[config.mk]
export PLATFORM = sky130hd
export DESIGN_NAME = io_chip_irq_register_file_flat
export DESIGN_NICKNAME = d
export VERILOG_FILES = /design/src/hdl/ioirq_pkg.sv /design/src/hdl/ioirq_if.sv /design/src/hdl/ioirq_core.sv /design/src/hdl/io_chip_irq_register_file.sv /design/src/flat_wrapper.sv
export SDC_FILE = /design/constraint.sdc
export NUM_CORES = 1
export LEC_CHECK = 0
export ABC_AREA = 1
export ABC_CLOCK_PERIOD_IN_PS = 2050
export BUFFER_PORTS_ARGS = -buffer_cell sky130_fd_sc_hd__buf_2
export CORE_MARGIN = 4
export CORE_UTILIZATION = 45
export CTS_BUF_LIST = sky130_fd_sc_hd__clkbuf_2
export DETAILED_ROUTE_END_ITERATION = 6
export HOLD_SLACK_MARGIN = 0.02
export RECOVER_POWER = 100
export SLEW_MARGIN = 20
export SYNTH_ARGS = -nofsm -noshare
export SYNTH_HDL_FRONTEND = slang
export SYNTH_SLANG_ARGS = --single-unit
[constraint.sdc]
create_clock -name clk -period 2.05 [get_ports clk]
set_input_delay 0.41 -clock clk [delete_from_list [all_inputs] [get_ports clk]]
set_output_delay 0.41 -clock clk [all_outputs]
set_load 0.01 [all_outputs]
[src/hdl/ioirq_pkg.sv]
// Package: operation and register codes, state record and constants of the I/O chip register file.
`default_nettype none
package ioirq_pkg;

    localparam int OP_W   = 3;
    localparam int ADDR_W = 4;
    localparam int DATA_W = 8;
    localparam int CNT_W  = 7;

    localparam logic [OP_W-1:0] OP_READ  = 3'd0;
    localparam logic [OP_W-1:0] OP_WRITE = 3'd1;
    localparam logic [OP_W-1:0] OP_TICK  = 3'd2;
    localparam logic [OP_W-1:0] OP_KEY   = 3'd3;
    localparam logic [OP_W-1:0] OP_BREAK = 3'd4;

    localparam logic [ADDR_W-1:0] REG_POT0   = 4'd0;
    localparam logic [ADDR_W-1:0] REG_POT1   = 4'd1;
    localparam logic [ADDR_W-1:0] REG_POT2   = 4'd2;
    localparam logic [ADDR_W-1:0] REG_POT5   = 4'd5;
    localparam logic [ADDR_W-1:0] REG_ALLPOT = 4'd8;
    localparam logic [ADDR_W-1:0] REG_KBCODE = 4'd9;
    localparam logic [ADDR_W-1:0] REG_RANDOM = 4'd10;
    localparam logic [ADDR_W-1:0] REG_SKREST = 4'd10;
    localparam logic [ADDR_W-1:0] REG_SEROUT = 4'd13;
    localparam logic [ADDR_W-1:0] REG_IRQST  = 4'd14;
    localparam logic [ADDR_W-1:0] REG_IRQEN  = 4'd14;
    localparam logic [ADDR_W-1:0] REG_SKSTAT = 4'd15;
    localparam logic [ADDR_W-1:0] REG_SKCTL  = 4'd15;

    localparam logic [DATA_W-1:0] IRQST_RESET  = 8'hF7;
    localparam logic [DATA_W-1:0] IRQST_KEEP   = 8'hF7;
    localparam logic [DATA_W-1:0] SKSTAT_RESET = 8'hFF;
    localparam logic [DATA_W-1:0] FLOAT_READ   = 8'hFF;
    localparam logic [1:0]        SKCTL_RESET_MODE = 2'b00;

    localparam int IRQ_BREAK_BIT = 7;
    localparam int IRQ_KEY_BIT   = 6;
    localparam int IRQ_OUTRDY_BIT = 4;
    localparam int IRQ_XMIT_BIT  = 3;

    typedef struct packed {
        logic [DATA_W-1:0] serial_control;
        logic [DATA_W-1:0] serial_status;
        logic [DATA_W-1:0] irq_enable;
        logic [DATA_W-1:0] irq_status;
        logic [DATA_W-1:0] key_code;
        logic [DATA_W-1:0] random_byte;
        logic [CNT_W-1:0]  out_ready_count;
        logic [CNT_W-1:0]  xmit_done_count;
        logic              irq_line;
    } state_t;

    typedef struct packed {
        logic [OP_W-1:0]   operation;
        logic [ADDR_W-1:0] register_address;
        logic [DATA_W-1:0] item_data;
    } request_t;

endpackage
`default_nettype wire

[src/hdl/ioirq_if.sv]
// Interfaces: request and result channels with valid/ready handshake.
`default_nettype none
interface ioirq_req_if;
    logic                          valid;
    logic                          ready;
    logic [ioirq_pkg::OP_W-1:0]    operation;
    logic [ioirq_pkg::ADDR_W-1:0]  register_address;
    logic [ioirq_pkg::DATA_W-1:0]  item_data;

    modport source (output valid, output operation, output register_address,
                    output item_data, input ready);
    modport sink   (input valid, input operation, input register_address,
                    input item_data, output ready);
endinterface

interface ioirq_rsp_if;
    logic                          valid;
    logic                          ready;
    logic [ioirq_pkg::DATA_W-1:0]  read_data;
    logic                          irq_out;

    modport source (output valid, output read_data, output irq_out, input ready);
    modport sink   (input valid, input read_data, input irq_out, output ready);
endinterface
`default_nettype wire

[src/hdl/ioirq_core.sv]
// Next-state and read-data logic for one request against the register file state.
`default_nettype none
module ioirq_core #(
    parameter int SERIAL_DELAY_TICKS = 100
) (
    input  wire ioirq_pkg::state_t               state,
    input  wire ioirq_pkg::request_t             request,
    output ioirq_pkg::state_t                    state_next,
    output logic [ioirq_pkg::DATA_W-1:0]         read_data
);

    localparam logic [ioirq_pkg::CNT_W-1:0] DELAY_LOAD =
        ioirq_pkg::CNT_W'(SERIAL_DELAY_TICKS);

    always_comb
    begin
        logic [ioirq_pkg::DATA_W-1:0] d;
        logic [ioirq_pkg::DATA_W-1:0] status_set;
        d          = request.item_data;
        status_set = state.irq_status | (~d & ioirq_pkg::IRQST_KEEP);
        state_next = state;
        read_data  = '0;
        unique case (request.operation)
            ioirq_pkg::OP_READ:
            begin
                unique case (request.register_address) inside
                    ioirq_pkg::REG_POT0, ioirq_pkg::REG_POT1, ioirq_pkg::REG_POT2,
                    ioirq_pkg::REG_POT5, ioirq_pkg::REG_ALLPOT:
                        read_data = '0;
                    ioirq_pkg::REG_KBCODE:
                        read_data = state.key_code;
                    ioirq_pkg::REG_RANDOM:
                    begin
                        read_data = state.random_byte;
                        state_next.random_byte = state.random_byte + 1'b1;
                    end
                    ioirq_pkg::REG_IRQST:
                        read_data = state.irq_status;
                    ioirq_pkg::REG_SKSTAT:
                        read_data = state.serial_status;
                    default:
                        read_data = ioirq_pkg::FLOAT_READ;
                endcase
            end
            ioirq_pkg::OP_WRITE:
            begin
                unique case (request.register_address)
                    ioirq_pkg::REG_SKREST:
                        state_next.serial_status = ioirq_pkg::SKSTAT_RESET;
                    ioirq_pkg::REG_SEROUT:
                    begin
                        state_next.out_ready_count = DELAY_LOAD;
                        state_next.xmit_done_count = DELAY_LOAD;
                        state_next.irq_status[ioirq_pkg::IRQ_XMIT_BIT] = 1'b1;
                    end
                    ioirq_pkg::REG_IRQEN:
                    begin
                        state_next.irq_enable = d;
                        state_next.irq_status = status_set;
                        state_next.irq_line   = |(d & ~status_set);
                    end
                    ioirq_pkg::REG_SKCTL:
                    begin
                        state_next.serial_control = d;
                        if (d[1:0] == ioirq_pkg::SKCTL_RESET_MODE)
                        begin
                            state_next.serial_control  = '0;
                            state_next.serial_status   = ioirq_pkg::SKSTAT_RESET;
                            state_next.irq_enable      = '0;
                            state_next.irq_status      = ioirq_pkg::IRQST_RESET;
                            state_next.random_byte     = '0;
                            state_next.out_ready_count = '0;
                            state_next.xmit_done_count = '0;
                        end
                    end
                    default:
                        state_next = state;
                endcase
            end
            ioirq_pkg::OP_TICK:
            begin
                if (state.serial_control[1:0] != ioirq_pkg::SKCTL_RESET_MODE)
                begin
                    if (state.out_ready_count != '0)
                    begin
                        state_next.out_ready_count = state.out_ready_count - 1'b1;
                        if (state.out_ready_count == ioirq_pkg::CNT_W'(1) &&
                            state.irq_enable[ioirq_pkg::IRQ_OUTRDY_BIT])
                        begin
                            state_next.irq_status[ioirq_pkg::IRQ_OUTRDY_BIT] = 1'b0;
                            state_next.irq_line = 1'b1;
                        end
                    end
                    if (state.xmit_done_count != '0)
                    begin
                        state_next.xmit_done_count = state.xmit_done_count - 1'b1;
                        if (state.xmit_done_count == ioirq_pkg::CNT_W'(1))
                        begin
                            state_next.irq_status[ioirq_pkg::IRQ_XMIT_BIT] = 1'b0;
                            if (state.irq_enable[ioirq_pkg::IRQ_XMIT_BIT])
                            begin
                                state_next.irq_line = 1'b1;
                            end
                        end
                    end
                end
            end
            ioirq_pkg::OP_KEY:
            begin
                state_next.key_code = d;
                if (state.irq_enable[ioirq_pkg::IRQ_KEY_BIT])
                begin
                    state_next.irq_status[ioirq_pkg::IRQ_KEY_BIT] = 1'b0;
                    state_next.irq_line = 1'b1;
                end
            end
            ioirq_pkg::OP_BREAK:
            begin
                if (state.irq_enable[ioirq_pkg::IRQ_BREAK_BIT])
                begin
                    state_next.irq_status[ioirq_pkg::IRQ_BREAK_BIT] = 1'b0;
                    state_next.irq_line = 1'b1;
                end
            end
            default:
                state_next = state;
        endcase
    end

endmodule
`default_nettype wire

[src/hdl/io_chip_irq_register_file.sv]
// Top level: I/O chip register file with interrupt enable/status, serial delays and key latch.
// A request is held in the request register and its result in the result register.
// Throughput: one request per cycle unless a full result register waits on rsp.ready.
// State update and read mux sit between them, so back-to-back requests chain through state.
// Reset: rst_n clears the request and result stages and loads all state registers
// with their power-up values (serial status and interrupt status 0xFF and 0xF7).
`default_nettype none
module io_chip_irq_register_file #(
    parameter int SERIAL_DELAY_TICKS = 100
) (
    input  wire         clk,
    input  wire         rst_n,
    ioirq_req_if.sink   req,
    ioirq_rsp_if.source rsp
);

    logic                          stage_valid_reg;
    ioirq_pkg::request_t           stage_req_reg;
    ioirq_pkg::state_t             state_reg;
    ioirq_pkg::state_t             state_next;
    logic [ioirq_pkg::DATA_W-1:0]  read_data_next;
    logic                          out_valid_reg;
    logic [ioirq_pkg::DATA_W-1:0]  out_data_reg;
    logic                          out_irq_reg;
    logic                          stage_fire;
    logic                          req_fire;
    ioirq_pkg::state_t             state_reset;

    assign state_reset = '{
        serial_control:  '0,
        serial_status:   ioirq_pkg::SKSTAT_RESET,
        irq_enable:      '0,
        irq_status:      ioirq_pkg::IRQST_RESET,
        key_code:        '0,
        random_byte:     '0,
        out_ready_count: '0,
        xmit_done_count: '0,
        irq_line:        1'b0
    };

    assign stage_fire = stage_valid_reg && (!out_valid_reg || rsp.ready);
    assign req.ready  = !stage_valid_reg || stage_fire;
    assign req_fire   = req.valid && req.ready;

    assign rsp.valid     = out_valid_reg;
    assign rsp.read_data = out_data_reg;
    assign rsp.irq_out   = out_irq_reg;

    ioirq_core #(
        .SERIAL_DELAY_TICKS (SERIAL_DELAY_TICKS)
    ) u_core (
        .state      (state_reg),
        .request    (stage_req_reg),
        .state_next (state_next),
        .read_data  (read_data_next)
    );

    always_ff @(posedge clk or negedge rst_n)
    begin
        if (!rst_n)
        begin
            stage_valid_reg <= 1'b0;
            out_valid_reg   <= 1'b0;
            state_reg       <= state_reset;
        end
        else
        begin
            if (req.ready)
            begin
                stage_valid_reg <= req.valid;
            end
            if (stage_fire)
            begin
                out_valid_reg <= 1'b1;
                state_reg     <= state_next;
            end
            else if (rsp.ready)
            begin
                out_valid_reg <= 1'b0;
            end
        end
    end

    always_ff @(posedge clk)
    begin
        if (req_fire)
        begin
            stage_req_reg.operation        <= req.operation;
            stage_req_reg.register_address <= req.register_address;
            stage_req_reg.item_data        <= req.item_data;
        end
        if (stage_fire)
        begin
            out_data_reg <= read_data_next;
            out_irq_reg  <= state_next.irq_line;
        end
    end

    // irq line drops only on an enable register write
    assert property (@(posedge clk) disable iff (!rst_n)
        $fell(state_reg.irq_line) |->
            $past(stage_fire && stage_req_reg.operation == ioirq_pkg::OP_WRITE &&
                  stage_req_reg.register_address == ioirq_pkg::REG_IRQEN))
        else $error("irq line dropped without an enable write");

    // serial control reset mode restores status and counters
    assert property (@(posedge clk) disable iff (!rst_n)
        (stage_fire && stage_req_reg.operation == ioirq_pkg::OP_WRITE &&
         stage_req_reg.register_address == ioirq_pkg::REG_SKCTL &&
         stage_req_reg.item_data[1:0] == ioirq_pkg::SKCTL_RESET_MODE) |=>
            (state_reg.irq_status == ioirq_pkg::IRQST_RESET &&
             state_reg.out_ready_count == '0 && state_reg.xmit_done_count == '0))
        else $error("block reset did not restore state");

    // an empty result stage never blocks requests
    assert property (@(posedge clk) disable iff (!rst_n)
        !out_valid_reg |-> req.ready)
        else $error("request stalled with empty result stage");

    // result irq matches the committed state
    assert property (@(posedge clk) disable iff (!rst_n)
        out_valid_reg |-> (out_irq_reg == state_reg.irq_line))
        else $error("result irq differs from state");

endmodule
`default_nettype wire

[src/flat_wrapper.sv]
// flat-port wrapper written by rule: the top's interface ports become plain ports
module io_chip_irq_register_file_flat 
#(
    parameter int SERIAL_DELAY_TICKS = 100
)
  (clk, rst_n, req_valid, req_operation, req_register_address, req_item_data, req_ready, rsp_valid, rsp_read_data, rsp_irq_out, rsp_ready);
  ioirq_req_if req_i ();
  ioirq_rsp_if rsp_i ();
  input  wire clk;
  input  wire rst_n;
  input wire logic [$bits(req_i.valid)-1:0] req_valid;
  input wire logic [$bits(req_i.operation)-1:0] req_operation;
  input wire logic [$bits(req_i.register_address)-1:0] req_register_address;
  input wire logic [$bits(req_i.item_data)-1:0] req_item_data;
  output wire logic [$bits(req_i.ready)-1:0] req_ready;
  output wire logic [$bits(rsp_i.valid)-1:0] rsp_valid;
  output wire logic [$bits(rsp_i.read_data)-1:0] rsp_read_data;
  output wire logic [$bits(rsp_i.irq_out)-1:0] rsp_irq_out;
  input wire logic [$bits(rsp_i.ready)-1:0] rsp_ready;
  assign req_i.valid = req_valid;
  assign req_i.operation = req_operation;
  assign req_i.register_address = req_register_address;
  assign req_i.item_data = req_item_data;
  assign req_ready = req_i.ready;
  assign rsp_valid = rsp_i.valid;
  assign rsp_read_data = rsp_i.read_data;
  assign rsp_irq_out = rsp_i.irq_out;
  assign rsp_i.ready = rsp_ready;
  io_chip_irq_register_file #(.SERIAL_DELAY_TICKS(SERIAL_DELAY_TICKS)) u_core (.clk(clk), .rst_n(rst_n), .req(req_i), .rsp(rsp_i));
endmodule
Word-level counts from Yosys, hierarchy flattened
Index checks and enable logic that the tools add are counted.
{"block": "word_totals", "in_bits": 19, "output_inout_bits": 11, "wordCells": 125, "regBits": 83}
{"block": "op_classes", "add_sub_neg": 3, "bitwise_logic": 4, "muxes": 35, "reduce_logical": 33, "n_eq_ne": 30}
{"operator": "$pmux W14 S2", "n": 2}
{"operator": "$pmux W8 S5", "n": 1}
{"operator": "$pmux W8 S2", "n": 2}
{"operator": "$mux W26", "n": 1}
{"operator": "$eq A4 B4 Y1 const B", "n": 6}
{"operator": "$mux W8", "n": 3}
{"operator": "$pmux W12 S2", "n": 1}
{"operator": "$mux W22", "n": 1}
{"operator": "$ne A2 B2 Y1 const B", "n": 8}
{"operator": "$not A8 Y8", "n": 2}
{"operator": "$reduce_bool A2 Y1", "n": 8}
{"operator": "$mux W1", "n": 15}
{"operator": "$mux W15", "n": 1}
{"operator": "$reduce_and A5 Y1", "n": 3}
{"operator": "$eq A7 B1 Y1 const B", "n": 2}
{"operator": "$reduce_and A7 Y1", "n": 2}
{"operator": "$reduce_bool A7 Y1", "n": 2}
{"operator": "$sub A7 B1 Y7 const B", "n": 2}
{"operator": "$reduce_and A6 Y1", "n": 2}
{"operator": "$add A8 B1 Y8 const B", "n": 1}
{"operator": "$and A8 B8 Y8", "n": 1}
{"operator": "$or A8 B8 Y8", "n": 1}
{"operator": "$reduce_and A4 Y1", "n": 2}
{"operator": "$reduce_or A8 Y1", "n": 1}
{"operator": "26 further kinds", "n": 35}

Logic depth before layout (Yosys ltp)
{"block": "logic_depth", "word_depth": 9, "depth_mapped": 11, "mapped_depth_nobuf": 11}

Hierarchy
From an unflattened synthesis, not the netlist that was laid out.
{"block": "hier_totals", "cells_unflattened": 737, "area_unflattened_um2": 5442.7}
{"module": "io_chip_irq_register_file", "area_per_inst_um2": 3349.5, "cells_each": 308, "instances": 1, "seq_area_each_um2": 2366.0}
{"module": "ioirq_core", "area_per_inst_um2": 2093.3, "cells_each": 429, "instances": 1, "seq_area_each_um2": 0.0}

Least setup slack after synthesis
No wires, ideal clock.
{"block": "synth_timing", "path_type": "input -> register", "startpoint": "input rsp_ready", "endpoint": "register u_core.state_reg[15] (netlist bit)", "setup_slack_ps": 498, "t_required_ps": 1923, "t_arrival_ps": 1425, "stages": 9, "cell_sequence": "inv_1 > nand2_1 > nand2_2 > inv_2 > nand2_1 > a21oi_1 > nand2_2 > inv_2 > o21ai_0"}
{"block": "synth_via", "elab_chain_cells": 3}
{"element": "start: declaration", "line": "flat_wrapper.sv:19", "source": "input wire logic [$bits(rsp_i.ready)-1:0] rsp_ready;"}
{"element": "$logic_or A1 B1 Y1", "line": "io_chip_irq_register_file.sv:41", "source": "assign stage_fire = stage_valid_reg && (!out_valid_reg || rsp.ready);"}
{"element": "$logic_and A1 B1 Y1", "line": "io_chip_irq_register_file.sv:41"}
{"element": "named net u_core.stage_fire", "line": "io_chip_irq_register_file.sv:25", "source": "logic stage_fire;"}
{"element": "$reduce_and A5 Y1 (no line)"}
{"element": "end signal: assignment", "line": "io_chip_irq_register_file.sv:64", "source": "state_reg <= state_reset;"}
{"element": "end signal: assignment", "line": "io_chip_irq_register_file.sv:75", "source": "state_reg <= state_next;"}
{"element": "end: declaration", "line": "io_chip_irq_register_file.sv:19", "source": "ioirq_pkg::state_t state_reg;"}
The timed path passes the listed nets, and every way through them passes these cells.
A chain may end at the register's enable or synchronous reset.

Worst setup path after layout
{"block": "layout_timing", "startpoint": "register u_core.stage_req_reg[12] (netlist bit)", "endpoint": "register u_core.state_reg[7] (netlist bit)"}
{"block": "layout_via", "elab_chain_cells": 3, "word_cells_on_any_way": 9}
{"element": "start: declaration", "line": "io_chip_irq_register_file.sv:18", "source": "ioirq_pkg::request_t stage_req_reg;"}
{"element": "$eq A3 B1 Y1 / $eq A3 B2 Y1 (equally long branches)", "line": "ioirq_core.sv:23", "source": "unique case (request.operation)"}
{"element": "$ne A3 B2 Y1 (no line), or another cell as far along"}
{"element": "$reduce_and A6 Y1 (no line)"}
Parallel ways exist; a longest one is shown, timed or not.

==> flow_summary.json <==
{
  "crit_top_cell": "nand2_1",
  "clkSinkCount": 72,
  "final.period_utilization_pct": 88.8,
  "place_area_mm2": 0.00422,
  "final_nets": 556,
  "io_pins": 30,
  "insertion_delay_ns": 0.54,
  "synthDistinctLibCells": 34,
  "synth_warnings": 0,
  "die_h_um": 102,
  "cts_root_buffer": "clkbuf_2",
  "syn-cell-area_mm2": 0.00394,
  "grt_max_degree": 49,
  "initial_core_util_pct": 47.0,
  "grt.total_usage_pct": 18.8,
  "path_max_fanout": 10,
  "hold-path-cell-count": 1,
  "drive_above_1_share_pct": 16.3,
  "cellPowerDensity_mw_per_mm2": 920,
  "path_buf_inv": 4,
  "dp_slack_ns": 0.249,
  "critical_path_required_ns": 2.53,
  "power_mw": 4.15,
  "slew_viol_final": 0,
  "drtIter0Drc": 171,
  "fillers": 780,
  "dieArea_mm2": 0.0103,
  "max_stage_delay_ns": 0.55,
  "crit_family": "buffers and inverters",
  "coreArea_mm2": 0.00838,
  "die_w_um": 102,
  "numCtsBuffers": 9,
  "wirelength_mm": 8.91,
  "final_cells": 640,
  "vias_per_cell": 5.05,
  "fmax_mhz": 549,
  "syn_avg_cell_area_um2": 8.34,
  "port_buffers": 29,
  "maxCapViolCount": 0,
  "cp-end-kind": "flop",
  "rr_endpoint": "u_core.state_reg[7]",
  "ant_nets": 0,
  "seq_area_frac_synth_pct": 49.0,
  "finalSetupViolations": 0,
  "synthCells": 472,
  "skew_ns": 0.0412,
  "holdPathEnd": "u_core.stage_req_reg[9]",
  "grt_pass1_vias": 3015,
  "htreeDepth": 3,
  "yosysTopAreaCell": "dfrtp_1",
  "status": "completed",
  "worstPathArrival_ns": 2.30,
  "p_leak_nw": 2.13,
  "synth_area_leaders": "dfrtp_1 25%, edfxtp_1 18%, nand2_1 14%",
  "hp-class": "in2reg",
  "r2r_slack_ns": 0.23,
  "num_vias": 3235,
  "fin_ws_ns": 0.230,
  "drc_errors": 0,
  "crit_type": "reg2reg",
  "hold_viol_final": 0,
  "crit_chain": "inv_2, nand3_4, inv_4, nand2_1, inv_1, nand2_1, inv_1, o21ai_1, nand2_1, nand2_1, nand2_1",
  "post_cts_resized": 0,
  "worstHoldStart": "req_register_address[1]",
  "syn-num-nets": 498,
  "first_pass_iters": 6,
  "critPathLaunchType": "flop",
  "tightestPinTransition_ns": 1.24,
  "grt_pass1_wl_mm": 14.9,
  "fin_hold_ws_ns": 0.0672,
  "antenna_found_initial": 0,
  "cts_tree": "built",
  "synth_seq_cells": 72,
  "rsz0062_at_grt": "false",
  "mostFrequentLayoutCells": "149 x nand2_1, 53 x nor2_1, 47 x inv_1, 40 x dfrtp_1, 29 x nand3_1",
  "layout_commonest_cell": "nand2_1",
  "dp_cells": 608,
  "worst_path_max_delay_cell": "edfxtp_1",
  "max_slew_margin_pct": 17.5,
  "fin_setup_tns_ns": 0,
  "place_hpwl_mm": 6.44,
  "place_congestion": 0.884,
  "synth_top_area_share_pct": 25.4,
  "rows": 33,
  "routedWlPerCell_um": 13.9,
  "syn2layout_area_growth_pct": 14.4,
  "clock_path_buffers": 2,
  "overflow": 0,
  "postLayoutCoreUtil_pct": 53.8,
  "ir_drop_uv": 508,
  "largest_reg_flops": 46,
  "rr_startpoint": "u_core.stage_req_reg[12]",
  "clkTransAtPathRegs_ns": 0.20,
  "reg2regPathDepth": 11,
  "final_design_area_no_fill_mm2": 0.00451,
  "fin_crit_ns": 1.82,
  "antenna_cells": 0
}
## report_power, final
part	leakage [nW]	switching, mW	internal (mW)
clock network	0.0873	0.552	0.417
logic	1.23	0.697	0.408
registers	0.817	0.228	1.84
## cell usage after synthesis (all sizes together)
cell and instances:
o211ai 2, ha 7, a21oi 14, dfstp 8
nand3 32, mux2 6, edfxtp 24, or2 2
dfrtp 40, nand3b 1, nand2 158, inv 53
a41oi 7, nor3 7, xnor2 2, xor2 8
buf 5, nor2 57, nand4 8, o21ai 31
## what timing repair did
| item | in CTS | in global routing |
|---|---|---|
| setup buffers | 0 | 1 |
| setup endpoints to repair | 0 | 1 |
| hold endpoints to repair | 47 | 7 |
| hold buffers | 8 | 7 |
## worst max-delay path by stage
| stage | slack, ns | from | to | depth (start not counted) |
|---|---|---|---|---|
| floorplan | 0.50 | rsp_ready | u_core.state_reg[15] | 9 |
| global placement | 0.24 | rsp_ready | u_core.state_reg[15] | 10 |
| detailed placement | 0.25 | u_core.stage_req_reg[9] | u_core.state_reg[36] | 7 |
| CTS | 0.22 | u_core.stage_req_reg[14] | u_core.state_reg[45] | 7 |
| global route | 0.05 | u_core.stage_req_reg[12] | u_core.state_reg[7] | 11 |
| finish | 0.23 | u_core.stage_req_reg[12] | u_core.state_reg[7] | 11 |
## cell type report
class	count	area [um^2]	area share, %
flip-flops and latches	72	1930	42.9
multi-input cells	342	1740	38.7
repair buffers	52	352	7.80
inverters	53	204	4.53
well taps	105	131	2.92
clock inverters	7	100	2.22
clock buffers	9	45.0	0.999
## per-layer routing
metal	vias to the layer above	track usage [%]	wire, um
met1	1486	27.2	4350
met3	14	4.34	439
met2	81	27.7	3960
met4	0	6.24	164
li1	1654	-	-
met5	-	0	0
## cell families after synthesis
group | share of synthesized area [%]
flops | 49.0
simple gates | 29.8
compound gates | 8.51
mux | 1.72
fa+ha+maj | 2.22
xor+xnor | 2.22
buf+inv | 6.48
(Power assumes the default switching activity.)
